<file path="src/hw/rtl/ntdl_pkg.sv">
// ----------------------------------------------------------------------------
// ntdl_pkg
// Types and codes shared by the node table, its channels and its checker.
// ----------------------------------------------------------------------------
package ntdl_pkg;

  localparam int unsigned TIME_W = 32;
  localparam int unsigned NODE_W = 8;
  localparam int unsigned CTR_W  = 32;
  localparam int unsigned TYPE_W = 2;

  localparam logic [TIME_W-1:0] DEFAULT_TIMEOUT_MS = 32'd30000;

  // Item operations
  localparam logic OP_PACKET = 1'b0;
  localparam logic OP_HEALTH = 1'b1;

  // Message types
  localparam logic [TYPE_W-1:0] MSG_HEARTBEAT = 2'd0;
  localparam logic [TYPE_W-1:0] MSG_MOTION    = 2'd1;
  localparam logic [TYPE_W-1:0] MSG_RFID      = 2'd2;
  localparam logic [TYPE_W-1:0] MSG_OTHER     = 2'd3;

  // Result kinds
  localparam logic KIND_VERDICT = 1'b0;
  localparam logic KIND_OFFLINE = 1'b1;

  // One table entry as held in the memory
  typedef struct packed {
    logic [NODE_W-1:0] node;
    logic [TIME_W-1:0] seen_time;
    logic [TIME_W-1:0] heartbeat_time;
    logic [CTR_W-1:0]  counter;
    logic              online;
    logic              counter_valid;
  } entry_t;

  // One result item
  typedef struct packed {
    logic              kind;
    logic [NODE_W-1:0] node;
    logic              is_duplicate;
    logic              forward;
    logic              ack_wanted;
    logic              new_node;
    logic              table_full;
    logic              last;
  } result_t;

endpackage

</file>
<file path="src/hw/rtl/ntdl_if.sv">
// ----------------------------------------------------------------------------
// ntdl_if
// Valid/ready channels for input items and result items.
// ----------------------------------------------------------------------------
interface ntdl_item_if import ntdl_pkg::*; ();
  logic              valid;
  logic              ready;
  logic              operation;
  logic [TIME_W-1:0] now_ms;
  logic [NODE_W-1:0] node_id;
  logic [TYPE_W-1:0] msg_type;
  logic [CTR_W-1:0]  msg_counter;

  modport source (output valid, operation, now_ms, node_id, msg_type, msg_counter,
                  input ready);
  modport sink   (input valid, operation, now_ms, node_id, msg_type, msg_counter,
                  output ready);
endinterface

interface ntdl_result_if import ntdl_pkg::*; ();
  logic              valid;
  logic              ready;
  logic              result_kind;
  logic [NODE_W-1:0] result_node;
  logic              is_duplicate;
  logic              forward;
  logic              ack_wanted;
  logic              new_node;
  logic              table_full;
  logic              last;

  modport source (output valid, result_kind, result_node, is_duplicate, forward,
                  ack_wanted, new_node, table_full, last, input ready);
  modport sink   (input valid, result_kind, result_node, is_duplicate, forward,
                  ack_wanted, new_node, table_full, last, output ready);
endinterface

</file>
<file path="src/hw/rtl/ntdl_mem.sv">
// ----------------------------------------------------------------------------
// ntdl_mem
// Entry memory: one write port, one read port, registered read data.
// ----------------------------------------------------------------------------
module ntdl_mem import ntdl_pkg::*; #(
  parameter int unsigned DEPTH = 8,
  localparam int unsigned AW   = (DEPTH > 1) ? $clog2(DEPTH) : 1
) (
  input  logic          clk,
  input  logic          rd_en,
  input  logic [AW-1:0] rd_addr,
  output entry_t        rd_data,
  input  logic          wr_en,
  input  logic [AW-1:0] wr_addr,
  input  entry_t        wr_data
);

  entry_t mem [DEPTH];

  // Write port
  always_ff @(posedge clk) begin
    if (wr_en) begin
      mem[wr_addr] <= wr_data;
    end
  end

  // Read port, data held until the next read
  always_ff @(posedge clk) begin
    if (rd_en) begin
      rd_data <= mem[rd_addr];
    end
  end

endmodule

</file>
<file path="src/hw/rtl/ntdl_ctrl.sv">
// ----------------------------------------------------------------------------
// ntdl_ctrl
// Sequencer: walks the entry memory for lookups and health scans, writes
// back updated entries and drives the result register.
// ----------------------------------------------------------------------------
module ntdl_ctrl import ntdl_pkg::*; #(
  parameter int unsigned MAX_ENTRIES = 8,
  localparam int unsigned IW = (MAX_ENTRIES > 1) ? $clog2(MAX_ENTRIES) : 1,
  localparam int unsigned CW = $clog2(MAX_ENTRIES + 1)
) (
  input  logic              clk,
  input  logic              rst,
  ntdl_item_if.sink         item,
  ntdl_result_if.source     result,
  input  logic              cfg_wr_en,
  input  logic [TIME_W-1:0] cfg_wr_data,
  output logic              rd_en,
  output logic [IW-1:0]     rd_addr,
  input  entry_t            rd_data,
  output logic              wr_en,
  output logic [IW-1:0]     wr_addr,
  output entry_t            wr_data
);

  localparam logic [1:0] S_IDLE  = 2'd0;
  localparam logic [1:0] S_PKT   = 2'd1;
  localparam logic [1:0] S_HLT   = 2'd2;
  localparam logic [1:0] S_FLUSH = 2'd3;

  logic [1:0]        state, state_next;
  logic [TIME_W-1:0] timeout;
  logic [CW-1:0]     count, count_next;
  logic [IW-1:0]     rd_idx, rd_idx_next;
  logic              rd_pend, rd_pend_next;
  logic              pend_valid, pend_valid_next;
  logic [NODE_W-1:0] pend_node, pend_node_next;
  logic              res_valid;
  result_t           res_q;

  logic [TIME_W-1:0] now_q;
  logic [NODE_W-1:0] node_q;
  logic [TYPE_W-1:0] type_q;
  logic [CTR_W-1:0]  ctr_q;

  logic              accept, out_free, push;
  result_t           push_res;
  logic [CW-1:0]     idx_inc;
  logic              more, hit, dup, ack, timed;
  logic [TIME_W-1:0] ref_time, idle_time;

  assign item.ready = (state == S_IDLE);
  assign accept     = item.valid && item.ready;
  assign out_free   = !res_valid || result.ready;

  // Entry evaluation on the read data
  assign idx_inc   = CW'(rd_idx) + CW'(1);
  assign more      = idx_inc < count;
  assign hit       = rd_pend && (rd_data.node == node_q);
  assign dup       = rd_data.counter_valid && (rd_data.counter == ctr_q);
  assign ack       = (type_q == MSG_MOTION) || (type_q == MSG_RFID);
  assign ref_time  = (rd_data.heartbeat_time != '0) ? rd_data.heartbeat_time
                                                     : rd_data.seen_time;
  assign idle_time = now_q - ref_time;
  assign timed     = rd_data.online && (idle_time > timeout);

  // Sequencer
  always_comb begin
    state_next      = state;
    count_next      = count;
    rd_idx_next     = rd_idx;
    rd_pend_next    = rd_pend;
    pend_valid_next = pend_valid;
    pend_node_next  = pend_node;
    rd_en           = 1'b0;
    rd_addr         = idx_inc[IW-1:0];
    wr_en           = 1'b0;
    wr_addr         = rd_idx;
    wr_data         = rd_data;
    push            = 1'b0;
    push_res        = '0;
    unique case (state)
      S_IDLE: begin
        if (accept) begin
          rd_idx_next     = '0;
          rd_pend_next    = (count != '0);
          rd_en           = (count != '0);
          rd_addr         = '0;
          pend_valid_next = 1'b0;
          state_next      = (item.operation == OP_HEALTH) ? S_HLT : S_PKT;
        end
      end
      S_PKT: begin
        if (out_free) begin
          push_res.kind       = KIND_VERDICT;
          push_res.node       = node_q;
          push_res.ack_wanted = ack;
          push_res.last       = 1'b1;
          if (hit) begin
            // Known node: refresh and check the counter
            wr_en                  = 1'b1;
            wr_data.seen_time      = now_q;
            wr_data.online         = 1'b1;
            if (type_q == MSG_HEARTBEAT) begin
              wr_data.heartbeat_time = now_q;
            end
            if (!dup) begin
              wr_data.counter       = ctr_q;
              wr_data.counter_valid = 1'b1;
            end
            push                  = 1'b1;
            push_res.is_duplicate = dup;
            push_res.forward      = !dup;
            rd_pend_next          = 1'b0;
            state_next            = S_IDLE;
          end else if (rd_pend && more) begin
            // Advance to the next entry
            rd_en       = 1'b1;
            rd_idx_next = idx_inc[IW-1:0];
          end else begin
            // Unknown node: append or report a full table
            push             = 1'b1;
            push_res.forward = 1'b1;
            rd_pend_next     = 1'b0;
            state_next       = S_IDLE;
            if (count < CW'(MAX_ENTRIES)) begin
              wr_en                  = 1'b1;
              wr_addr                = count[IW-1:0];
              wr_data.node           = node_q;
              wr_data.seen_time      = now_q;
              wr_data.heartbeat_time = (type_q == MSG_HEARTBEAT) ? now_q : '0;
              wr_data.counter        = ctr_q;
              wr_data.counter_valid  = 1'b1;
              wr_data.online         = 1'b1;
              count_next             = count + CW'(1);
              push_res.new_node      = 1'b1;
            end else begin
              push_res.table_full = 1'b1;
            end
          end
        end
      end
      S_HLT: begin
        if (out_free) begin
          if (rd_pend && timed) begin
            // Mark offline; emit the previous report, hold this one
            wr_en           = 1'b1;
            wr_data.online  = 1'b0;
            push            = pend_valid;
            push_res.kind   = KIND_OFFLINE;
            push_res.node   = pend_node;
            pend_valid_next = 1'b1;
            pend_node_next  = rd_data.node;
          end
          if (rd_pend && more) begin
            rd_en       = 1'b1;
            rd_idx_next = idx_inc[IW-1:0];
          end else begin
            rd_pend_next = 1'b0;
            state_next   = S_FLUSH;
          end
        end
      end
      S_FLUSH: begin
        // Emit the held report as the final one
        if (!pend_valid) begin
          state_next = S_IDLE;
        end else if (out_free) begin
          push            = 1'b1;
          push_res.kind   = KIND_OFFLINE;
          push_res.node   = pend_node;
          push_res.last   = 1'b1;
          pend_valid_next = 1'b0;
          state_next      = S_IDLE;
        end
      end
      default: begin
        state_next = S_IDLE;
      end
    endcase
  end

  // Control state
  always_ff @(posedge clk) begin
    if (rst) begin
      state      <= S_IDLE;
      count      <= '0;
      rd_idx     <= '0;
      rd_pend    <= 1'b0;
      pend_valid <= 1'b0;
      res_valid  <= 1'b0;
      timeout    <= DEFAULT_TIMEOUT_MS;
    end else begin
      state      <= state_next;
      count      <= count_next;
      rd_idx     <= rd_idx_next;
      rd_pend    <= rd_pend_next;
      pend_valid <= pend_valid_next;
      if (out_free) begin
        res_valid <= push;
      end
      if (cfg_wr_en) begin
        timeout <= cfg_wr_data;
      end
    end
  end

  // Payload registers
  always_ff @(posedge clk) begin
    pend_node <= pend_node_next;
    if (accept) begin
      now_q  <= item.now_ms;
      node_q <= item.node_id;
      type_q <= item.msg_type;
      ctr_q  <= item.msg_counter;
    end
    if (push) begin
      res_q <= push_res;
    end
  end

  assign result.valid        = res_valid;
  assign result.result_kind  = res_q.kind;
  assign result.result_node  = res_q.node;
  assign result.is_duplicate = res_q.is_duplicate;
  assign result.forward      = res_q.forward;
  assign result.ack_wanted   = res_q.ack_wanted;
  assign result.new_node     = res_q.new_node;
  assign result.table_full   = res_q.table_full;
  assign result.last         = res_q.last;

endmodule

</file>
<file path="src/hw/rtl/node_table_dedup_liveness_top.sv">
// ----------------------------------------------------------------------------
// node_table_dedup_liveness_top
// Sender node table with duplicate suppression and liveness timeout.
// ----------------------------------------------------------------------------
// Items enter on the item channel (valid/ready). A packet item looks up its
// sender in the table, appends it if room remains, and gives one verdict
// item on the result channel. A health item scans the table in entry order
// and gives one offline report per online node idle past the timeout; the
// final report carries last. A scan that finds nobody gives no result.
// Entries live in a single-port-read memory; the walk reads one entry per
// cycle while the result register is free. A packet compares entries until
// a hit; a health check reads every filled entry. One item is in work at a
// time; item.ready is high only while the sequencer is idle. A result
// register separates the result channel: a stalled receiver holds the item
// and pauses the scan until it is taken. Reset empties the table (fill
// count zero) and loads the timeout with 30000 ms. cfg_wr_en/cfg_wr_data
// overwrite it; the user must do so while the block is idle (not enforced).
// ----------------------------------------------------------------------------
module node_table_dedup_liveness_top import ntdl_pkg::*; #(
  parameter int unsigned MAX_ENTRIES = 8
) (
  input  logic              clk,
  input  logic              rst,
  ntdl_item_if.sink         item,
  ntdl_result_if.source     result,
  input  logic              cfg_wr_en,
  input  logic [TIME_W-1:0] cfg_wr_data
);

  localparam int unsigned IW = (MAX_ENTRIES > 1) ? $clog2(MAX_ENTRIES) : 1;

  logic          rd_en, wr_en;
  logic [IW-1:0] rd_addr, wr_addr;
  entry_t        rd_data, wr_data;

  // Sequencer
  ntdl_ctrl #(.MAX_ENTRIES(MAX_ENTRIES)) u_ctrl (
    .clk         (clk),
    .rst         (rst),
    .item        (item),
    .result      (result),
    .cfg_wr_en   (cfg_wr_en),
    .cfg_wr_data (cfg_wr_data),
    .rd_en       (rd_en),
    .rd_addr     (rd_addr),
    .rd_data     (rd_data),
    .wr_en       (wr_en),
    .wr_addr     (wr_addr),
    .wr_data     (wr_data)
  );

  // Entry memory
  ntdl_mem #(.DEPTH(MAX_ENTRIES)) u_mem (
    .clk     (clk),
    .rd_en   (rd_en),
    .rd_addr (rd_addr),
    .rd_data (rd_data),
    .wr_en   (wr_en),
    .wr_addr (wr_addr),
    .wr_data (wr_data)
  );

endmodule

</file>
<file path="src/flat_wrapper.sv">
// flat-port wrapper written by rule: the top's interface ports become plain ports
module node_table_dedup_liveness_top_flat import ntdl_pkg::*;
#(
  parameter int unsigned MAX_ENTRIES = 8
)
  (clk, rst, cfg_wr_en, cfg_wr_data, item_valid, item_operation, item_now_ms, item_node_id, item_msg_type, item_msg_counter, item_ready, result_valid, result_result_kind, result_result_node, result_is_duplicate, result_forward, result_ack_wanted, result_new_node, result_table_full, result_last, result_ready);
  ntdl_item_if item_i ();
  ntdl_result_if result_i ();
  input  logic clk;
  input  logic rst;
  input  logic cfg_wr_en;
  input  logic [TIME_W-1:0] cfg_wr_data;
  input wire logic [$bits(item_i.valid)-1:0] item_valid;
  input wire logic [$bits(item_i.operation)-1:0] item_operation;
  input wire logic [$bits(item_i.now_ms)-1:0] item_now_ms;
  input wire logic [$bits(item_i.node_id)-1:0] item_node_id;
  input wire logic [$bits(item_i.msg_type)-1:0] item_msg_type;
  input wire logic [$bits(item_i.msg_counter)-1:0] item_msg_counter;
  output wire logic [$bits(item_i.ready)-1:0] item_ready;
  output wire logic [$bits(result_i.valid)-1:0] result_valid;
  output wire logic [$bits(result_i.result_kind)-1:0] result_result_kind;
  output wire logic [$bits(result_i.result_node)-1:0] result_result_node;
  output wire logic [$bits(result_i.is_duplicate)-1:0] result_is_duplicate;
  output wire logic [$bits(result_i.forward)-1:0] result_forward;
  output wire logic [$bits(result_i.ack_wanted)-1:0] result_ack_wanted;
  output wire logic [$bits(result_i.new_node)-1:0] result_new_node;
  output wire logic [$bits(result_i.table_full)-1:0] result_table_full;
  output wire logic [$bits(result_i.last)-1:0] result_last;
  input wire logic [$bits(result_i.ready)-1:0] result_ready;
  assign item_i.valid = item_valid;
  assign item_i.operation = item_operation;
  assign item_i.now_ms = item_now_ms;
  assign item_i.node_id = item_node_id;
  assign item_i.msg_type = item_msg_type;
  assign item_i.msg_counter = item_msg_counter;
  assign item_ready = item_i.ready;
  assign result_valid = result_i.valid;
  assign result_result_kind = result_i.result_kind;
  assign result_result_node = result_i.result_node;
  assign result_is_duplicate = result_i.is_duplicate;
  assign result_forward = result_i.forward;
  assign result_ack_wanted = result_i.ack_wanted;
  assign result_new_node = result_i.new_node;
  assign result_table_full = result_i.table_full;
  assign result_last = result_i.last;
  assign result_i.ready = result_ready;
  node_table_dedup_liveness_top #(.MAX_ENTRIES(MAX_ENTRIES)) u_core (.clk(clk), .rst(rst), .item(item_i), .result(result_i), .cfg_wr_en(cfg_wr_en), .cfg_wr_data(cfg_wr_data));
endmodule
</file>
<file path="config.mk">
export PLATFORM = sky130hd
export DESIGN_NAME = node_table_dedup_liveness_top_flat
export DESIGN_NICKNAME = d
export VERILOG_FILES = /design/src/hw/rtl/ntdl_pkg.sv /design/src/hw/rtl/ntdl_if.sv /design/src/hw/rtl/ntdl_mem.sv /design/src/hw/rtl/ntdl_ctrl.sv /design/src/hw/rtl/node_table_dedup_liveness_top.sv /design/src/flat_wrapper.sv
export SDC_FILE = /design/constraint.sdc
export NUM_CORES = 1
export LEC_CHECK = 0
export ABC_AREA = 1
export ABC_CLOCK_PERIOD_IN_PS = 16100
export BUFFER_PORTS_ARGS = -buffer_cell sky130_fd_sc_hd__buf_2
export CORE_ASPECT_RATIO = 1.1
export CORE_MARGIN = 10
export CORE_UTILIZATION = 43
export CTS_CLUSTER_SIZE = 12
export DETAILED_ROUTE_END_ITERATION = 12
export PLACE_DENSITY_LB_ADDON = 0.15
export RECOVER_POWER = 25
export SLEW_MARGIN = 20
export SYNTH_ARGS = -nofsm -noshare
export SYNTH_HDL_FRONTEND = slang
export SYNTH_SLANG_ARGS = --single-unit
</file>
<file path="constraint.sdc">
create_clock -name clk -period 16.1 [get_ports clk]
set_input_delay 0.805 -clock clk [delete_from_list [all_inputs] [get_ports clk]]
set_output_delay 0.805 -clock clk [all_outputs]
set_load 0.05 [all_outputs]
</file>
Word level (Yosys, flattened, before mapping) --
Memories as Yosys holds them, arrays and structs flattened. A register that Yosys moved wholly into a read port is not among the register bits. Index checks and enable logic that the tools add are counted.
Word-level totals: memories 1, register bits after elaboration 141, output and inout bits 17, bits of input ports 112, RAM bits 848
Memory list:
- u_core.u_mem.mem | depth 8, bits a word 106, read ports 1, clocked after memory_dff 1, write ports 1, line ntdl_mem.sv:18 | entry_t mem [DEPTH];
Operators by class: $add $sub $neg 3, bitwise gates (word level) 4, magnitude comparators 3, eq/ne operators 15, reduce and logical (&&, ||, !) cells 25, multiplexer cells 85
Operator list (count):
- 2-to-1 mux 106 bit | 3
- 2-to-1 mux 32 bit | 4
- 2-to-1 mux 104 bit | 1
- 2-to-1 mux 98 bit | 1
- 2-to-1 mux 1 bit | 37
- 2-to-1 mux 3 bit | 12
- 2-to-1 mux 9 bit | 4
- == test 32 bit | 1
- > comparator 32 bit | 1
- nonzero test 32 bit | 1
- subtractor 32 bit | 1
- case mux 9 bit (3 select lines) | 1
- 2-to-1 mux 2 bit | 11
- 2-to-1 mux 14 bit | 1
- case mux 1 bit (3 select lines) | 4
- != test 2 bit, second input constant | 5
- AND reduction 5 bit | 2
- case mux 3 bit (3 select lines) | 1
- == test 8 bit | 1
- 2-to-1 mux 8 bit | 1
- case mux 2 bit (4 select lines) | 1
- AND reduction 4 bit | 2
- == test 2 bit, second input constant | 3
- logical AND 1 bit | 6
- other kinds (18) | 30

Longest topological paths before layout --
Gate-level depths: netlist of run 1.
depth after elaboration 11, depth in mapped cells 37, gate-level depth less buffers 36

Hierarchy --
Synthesis of run 1 repeated with hierarchy kept, for this count alone.
Unflattened totals: cells, all modules 5348, area total of the unflattened synthesis 51132.8 sq um
Modules (own cells, without submodules):
- ntdl_mem | area an instance 39989.6 sq um, cells each 3787, times used 1
- ntdl_ctrl | area an instance 11143.2 sq um, cells each 1561, times used 1

Worst setup path before layout of run 1 --
OpenSTA, ideal clock, no wires.
kind register -> register, start point register u_core.u_mem.rd_data[60] (netlist name), end point memory u_core.u_mem.mem[0][0] (netlist name), enable pin, path slack 6.794 ns, library setup time 0.572 ns, path buffers 1, period minus slack after synthesis 9.306 ns, arrival 8.734 ns, cell stages (with the launch flop) 34, path through edfxtp_1 > nor2_1 > nand2_1 > nor3_1 > nand3_1 > nor2_2 > inv_1 > clkbuf_1 > nand2_1 > o21ai_0 > ha_1 > a21oi_1 > nand2_1 > a21oi_1 > o21ai_1 > a21oi_1 > o21ai_1 > nand2_1 > nand2_1 > nand2_1 > nand2_1 > ha_1 > nand2_1 > nor3b_1 > nand3_1 > nor2_1 > nand2_1 > nand2_1 > nand2_1 > nand2_1 > nand2_1 > a21oi_1 > nand2_1 > nor2_1
Between the ends: longest elaborated chain between the ends 11
RTL lines:
- nonzero test 32 bit | line ntdl_ctrl.sv:61 | assign ref_time = (rd_data.heartbeat_time != '0) ? rd_data.heartbeat_time
- 2-to-1 mux 32 bit (*) | line ntdl_ctrl.sv:61
- subtractor 32 bit (*) | line ntdl_ctrl.sv:63 | assign idle_time = now_q - ref_time;
- > comparator 32 bit (*) | line ntdl_ctrl.sv:64 | assign timed = rd_data.online && (idle_time > timeout);
- logical AND 1 bit (*) | line ntdl_ctrl.sv:64
- logical AND 1 bit (*) | line ntdl_ctrl.sv:144 | if (rd_pend && timed) begin
- 2-to-1 mux 1 bit (*) | line ntdl_ctrl.sv:144
- 2-to-1 mux 1 bit (*) | line ntdl_ctrl.sv:143 | if (out_free) begin
- case mux 1 bit (2 select lines) (*) | line ntdl_ctrl.sv:81 | unique case (state)
- 2-to-1 mux 1 bit (*) | line ntdl_mem.sv:22 | if (wr_en) begin
- 2-to-1 mux 1 bit (implied by the code) (*) | line ntdl_mem.sv:23 | mem[wr_addr] <= wr_data;
- end: declaration | line ntdl_mem.sv:18
Every way passes the cells marked *; elsewhere a longest branch is shown, timed or not.

Worst setup path in the final report of run 1 --
start point register u_core.u_ctrl.state[0], end point register u_core.u_mem.rd_data[38] (netlist name)
Between the ends: longest elaborated chain between the ends 4, elaborated cells on any way between the ends 8, those cells by class 2 x eq/ne; 4 x mux; 2 x reduce/logical
RTL lines:
- start: declaration | line ntdl_ctrl.sv:30 | logic [1:0] state, state_next;
- start signal: assignment | line ntdl_ctrl.sv:193 | state <= state_next;
- zero test 2 bit (*) | line ntdl_ctrl.sv:51 | assign item.ready = (state == S_IDLE);
- logical AND 1 bit (*) | line ntdl_ctrl.sv:52 | assign accept = item.valid && item.ready;
- via u_core.u_ctrl.accept | line ntdl_ctrl.sv:45 | logic accept, out_free, push;
- 2-to-1 mux 1 bit / 2-to-1 mux 3 bit (equally long branches) | line ntdl_ctrl.sv:83 | if (accept) begin
- case mux 1 bit (3 select lines) / 2-to-1 mux 3 bit (equally long branches) | line ntdl_ctrl.sv:81
Mark *: on every way through the listed nets, which the timed path passes. The rest lies on a longest branch. A chain may end at the register's enable or synchronous reset.

==> results of run 1 <==
-- cells in the mapped netlist, types with 18 or more instances --
| master | instances | share of area, % |
|---|---|---|
| inv_1 | 199 | 1.6 |
| o211ai_1 | 113 | 1.8 |
| a31oi_1 | 123 | 1.6 |
| ha_1 | 75 | 2.0 |
| nor2_1 | 535 | 4.2 |
| o32ai_1 | 106 | 1.9 |
| a21oi_1 | 109 | 1.1 |
| o21ai_1 | 18 | 0.19 |
| dfxtp_1 | 44 | 1.8 |
| edfxtp_1 | 1051 | 66 |
| xor2_1 | 22 | 0.40 |
| or2_2 | 109 | 1.4 |
| buf_2 | 41 | 0.43 |
| o21bai_1 | 111 | 1.7 |
| nand2_1 | 651 | 5.1 |
| nand3_1 | 95 | 1.0 |
| o21ai_0 | 343 | 3.6 |
| clkbuf_1 | 168 | 1.3 |
-- final cells by class --
| cell class | count | share of cell area, % |
|---|---|---|
| Tap cell | 1430 | 3.361 |
| Clock buffer | 157 | 5.863 |
| Clock inverter | 46 | 0.7356 |
| Timing Repair Buffer | 184 | 1.967 |
| Sequential cell | 1095 | 60.93 |
| Multi-Input combinational cell | 2553 | 25.67 |
| Inverter | 205 | 1.476 |
-- sequential cells by signal, summed over array words and instances (netlist names), 2 cells and up --
name and cells:
u_core.u_ctrl.pend_node 8, u_core.u_ctrl.timeout 32, u_core.u_ctrl.type_q 2, u_core.u_ctrl.count 4, u_core.u_ctrl.ctr_q 32, u_core.u_ctrl.result.result_node 8, u_core.u_mem.rd_data 106, u_core.u_ctrl.now_q 32
u_core.u_ctrl.state 2, u_core.u_ctrl.node_q 8, u_core.u_ctrl.rd_idx 3, u_core.u_mem.mem 848
-- report_power, final --
group          switching [mW]  internal (mW)  leakage, nW  total, mW
registers               0.249           4.20         9.92       4.45
clock network            1.10           1.40         1.70       2.50
logic                    2.77           1.04         7.04       3.82
total                    4.12           6.65         18.7       10.8
-- through the flow --
step	setup WS (ns)	utilization, %	hold slack [ns]	instance area (sq um)	std cells
final	5.734	48.18	0.2486	53240	5670
after global routing	4.739	48.18	0.2236	53240	5670
after CTS	6.706	48.25	0.2059	53320	5669
after detailed placement	6.723	45.07	0.4675	49800	5466
after global placement	6.933	45.07	0.4584	49800	5466
after floorplan	6.794	-	0.4353	47760	4087
-- critical path: stages, from the launching register on --
cell	delay [ns]
dfxtp_1	0.37
inv_1	0.11
ha_1	0.25
nand2_1	0.15
clkinvlp_2	1.40
nor2_1	2.76
inv_8	0.87
clkbuf_2	2.41
o21ai_0	1.07
o32ai_1	0.19
nor2_1	0.12
a31oi_1	0.11
-- kinds of logic after synthesis --
kind of cell	count (synthesis)	share of synthesized area, %
simple gates	1445	12.50
compound gates	990	13.13
flops	1095	67.93
mux	7	0.1467
fa+ha+maj	76	2.007
xor+xnor	35	0.6419
buf+inv	439	3.652
-- final timing paths --
check	startpoint	endpoint	cells after the start
worst max-delay path	u_core.u_ctrl.state[0]	u_core.u_mem.rd_data[38]	11
worst min-delay path	item_now_ms[5]	u_core.u_ctrl.now_q[5]	1
worst max register to register	u_core.u_ctrl.state[0]	u_core.u_mem.rd_data[38]	11
worst min register to register	u_core.u_ctrl.timeout[22]	u_core.u_ctrl.timeout[22]	2
-- routing by layer --
| layer | vias up | routed length, microns | share of wire, % |
|---|---|---|---|
| li1 | 14950 | - | - |
| met1 | 15870 | 57900 | 43 |
| met2 | 1023 | 63910 | 48 |
| met3 | 214 | 7994 | 6.0 |
| met4 | 2 | 4312 | 3.2 |
| met5 | - | 13 | 0.0097 |
==> results.cfg, run 1 <==
[run_status]
status = finished with violations
violations = max-capacitance violations, max-slew violations

[routing]
drc = 0
wire_per_inst_microns = 23.66
drt_pass1_iterations = 6
drt-vias-per-instance = 5.655
drtIter0Drc = 2855
routed_wl_microns = 134100
via_count = 32060
drtAntennaViolNets = 0

[synthesis]
synthDistinctLibCells = 54
ys_ff_latch = 1095
synth.cell_area_sq_um = 47760
synthCells = 4087
syn-num-nets = 4275
async_flop_share_pct = 0
avgSynthCellArea_sq_um = 11.69
ys_seq_area_share_pct = 67.93
ys_warn_count = 0
synth_edf_count = 1051
ys.flop_type = edfxtp_1

[power_and_ir_drop]
max-vdd-ir-drop_mv = 0.1408
pwr_density_cell_nw_per_um2 = 202.3
power_mw = 10.77
cellLeakagePower_nw = 18.65

[global_routing]
grtUsageTotal_pct = 21.11
antenna_found_initial = 3
met2_usage_pct = 34.47
grt_pass1_wl_microns = 200700
grt_max_degree = 215
top_usage_layer = met2
overflow = 0
grt_pass1_vias = 30990
grt_use_met3_pct = 3.071
grtUsageMet1_pct = 28.45

[sta]
setup_tns_ns = 0
hold_viol = 0
slew_violations = 511
min_period_ns = 10.37
clock_skew_ns = 0.04215
fin_crit_sh_pct = 64.39
setup-violations-final = 0
timing.fmax_ghz = 0.09647
relSlewSlack_pct = -207.2
tightest_slew_ns = 4.608
rsz0062_at_grt = false

[min_path]
hold_path_class = in2reg

[placed_design]
place.port_buffers = 128
place_congestion = 0.9306
place_hpwl_microns = 82020

[clock_network]
ctsResizeCount = 0
worstSkewPairLatency_ns = 0.73
cts_tree = done
h-tree-depth = 3
post_cts_buffers = 0
numCtsBuffers = 115
clock_sinks = 1095
cts_buffer_depth = 3
ctsHoldBuffers = 0
clk_pin_slew_worst_paths_ns = 0.06
cts-root-buf = clkbuf_16

[final_layout]
fin_nets = 4342
fill_cells = 9994
drive_gt1_share_pct = 10.24
layout_common_cells = 1051 x edfxtp_1, 650 x nand2_1, 525 x nor2_1
multiInputGateArea_sq_um = 13660
antenna_cells = 0
final_common_cell = edfxtp_1
syn_to_final_growth_pct = 11.48
final-seq-area_sq_um = 32440

[die]
die_w_microns = 337.8
rows = 128
die_height_microns = 369.5
pin_count = 129
core_sq_um = 110500
fp.dieArea_sq_um = 124800
start_util_pct = 43.22

[setup_path]
crit_fanout = 214
required_ns = 16.49
crit_type = reg2reg
critPathCaptureType = register
crit_path_start_kind = register
arrival_ns = 10.75
ff2ff_setup_slack_ns = 5.73

[job]
cap_viol_max_count = 10
Power figures use the tool's default switching activity.
==> inputs of run 2 (changes only) <==
- ABC_CLOCK_PERIOD_IN_PS: 16100 -> 9100
- clock period: 16.1 -> 9.1 ns (I/O delays scaled with it)
==> results.cfg, run 2 (same netlist as run 1, synthesis figures left out) <==
[placed_design]
place_congestion = 0.9101
place_ws_ns = 1.911
dp.cells = 5468
place_hpwl_microns = 77990
place.port_buffers = 128

[routing]
drtAntennaViolNets = 0
drc = 0
drtIter0Drc = 3003
drt-vias-per-instance = 5.617
via_count = 32290
routed_wl_microns = 131200
drt_pass1_iterations = 8
wire_per_inst_microns = 22.83

[sta]
hold_viol = 0
setup-violations-final = 0
slew_violations = 631
whs_ns = 0.05604
setup_ws_ns = 1.427
clock_skew_ns = 0.02769
setup_tns_ns = 0
min_period_ns = 7.673
rsz0062_at_grt = false
tightest_slew_ns = 3.176
fin_crit_sh_pct = 84.32
timing.fmax_ghz = 0.1303
relSlewSlack_pct = -111.8

[final_layout]
top_register = u_core.u_mem.mem
final_common_cell = edfxtp_1
fin_nets = 4422
fin_cells = 5749
layout_common_cells = 1051 x edfxtp_1, 650 x nand2_1, 523 x nor2_1
largestRegisters = u_core.u_mem.mem: 848 flops, u_core.u_mem.rd_data: 106 flops
drive_gt1_share_pct = 9.981
largest_reg_flops = 848
syn_to_final_growth_pct = 13.44

[setup_path]
required_ns = 9.36
arrival_ns = 7.93
critPathCaptureType = register
crit_type = reg2reg
ff2ff_path_depth = 11
critPathLaunch = u_core.u_ctrl.state[1]
crit_fanout = 34
ff2ff_setup_slack_ns = 1.43
critPathCapture = u_core.u_mem.mem[1][50]
crit_path_start_kind = register
r2r_start = u_core.u_ctrl.state[1]
timing.rr.end = u_core.u_mem.mem[1][50]

[min_path]
hp-start = cfg_wr_data[17]
hold_path_class = in2reg

[die]
pin_count = 129
fp.dieArea_sq_um = 124800
core_sq_um = 110500
die_height_microns = 369.5
rows = 128
start_util_pct = 43.22
die_w_microns = 337.8

[global_routing]
overflow = 0
grtUsageMet1_pct = 28.63
grt_pass1_vias = 31380
top_usage_layer = met2
grt_use_met3_pct = 2.815
grt_max_degree = 179
grtUsageTotal_pct = 20.71
grt_pass1_wl_microns = 198700
met2_usage_pct = 33.79
antenna_found_initial = 3

[power_and_ir_drop]
p_sw_mw = 7.115
swShare_pct = 37.45
clkPwrFrac_pct = 23.5
max-vdd-ir-drop_mv = 0.2144
p_comb_share_pct = 35.1
p_int_mw = 11.88
power_frac_seq_pct = 41.4
power_mw = 19.00
pwr_density_cell_nw_per_um2 = 350.6
cellLeakagePower_nw = 19.02

[clock_network]
numCtsBuffers = 114
worstSkewPairLatency_ns = 0.72
h-tree-depth = 3
clock_sinks = 1095
clk_pin_slew_worst_paths_ns = 0.06
post_cts_buffers = 0
cts_tree = done
cts_buffer_depth = 3
cts-root-buf = clkbuf_16

[job]
cap_viol_max_count = 10

[run_status]
violations = max-capacitance violations, max-slew violations
status = finished with violations
## run 2: repair_timing
action / in CTS / in global routing
hold buffers: 80 / 0
endpoints found under the hold margin: 80 / 0
gates resized for setup: 0 / 0
setup endpoints to repair: 0 / 0
## run 2: metal layers
metal,part of all wire [%],vias to the layer above,wire [microns]
met2,47,957,61970
li1,-,15120,-
met1,45,16020,59070
met4,2.3,0,3027
met5,0,-,0
met3,5.5,197,7152
## run 2: worst min-delay path by stage
| stage | end | cells after the start |
|---|---|---|
| finish | u_core.u_ctrl.timeout[17] | 3 |
| global route | u_core.u_ctrl.timeout[17] | 3 |
| CTS | u_core.u_ctrl.timeout[29] | 3 |
| detailed placement | u_core.u_ctrl.timeout[28] | 2 |
| global placement | u_core.u_ctrl.timeout[28] | 2 |
| floorplan | u_core.u_ctrl.timeout[31] | 2 |
## run 2: critical path: stages (launching register included)
cell	delay, ns
dfxtp_1	0.33
inv_1	0.14
ha_1	0.23
clkbuf_1	1.46
clkinv_1	0.82
clkbuf_1	0.81
nor2_2	0.29
buf_4	0.42
inv_1	0.16
clkbuf_1	0.71
a21oi_1	1.14
o221ai_1	0.63
## run 2: area by class of cell
cell class | count | area, sq um
multi-input cells | 2553 | 13670
clock buffers | 155 | 3069
inverters | 205 | 785.8
flip-flops and latches | 1095 | 32440
well taps | 1430 | 1789
diodes | 1 | 2.502
repair buffers | 265 | 1962
clock inverters | 45 | 456.7
fillers | 9767 | 56330
## run 2: per-stage QoR
stage               cell area [sq um]  utilization, %
floorplan                       47760               -
global placement                49960           45.21
detailed placement              49960           45.21
CTS                             54280           49.12
global route                    54170           49.02
finish                          54180           49.03
## run 2: power by group through the flow
| stage | Clock (mW) | Sequential (mW) | Combinational [mW] |
|---|---|---|---|
| 6_report | 4.47 | 7.86 | 6.66 |
| 5_1_grt | 4.75 | 7.94 | 7.46 |
| 4_1_cts | 4.56 | 7.85 | 6.74 |
| 3_5_place_dp | 0 | 7.94 | 6.69 |
| 3_3_place_gp | 0 | 7.94 | 6.65 |
| 2_1_floorplan | 0 | 7.95 | 4.41 |
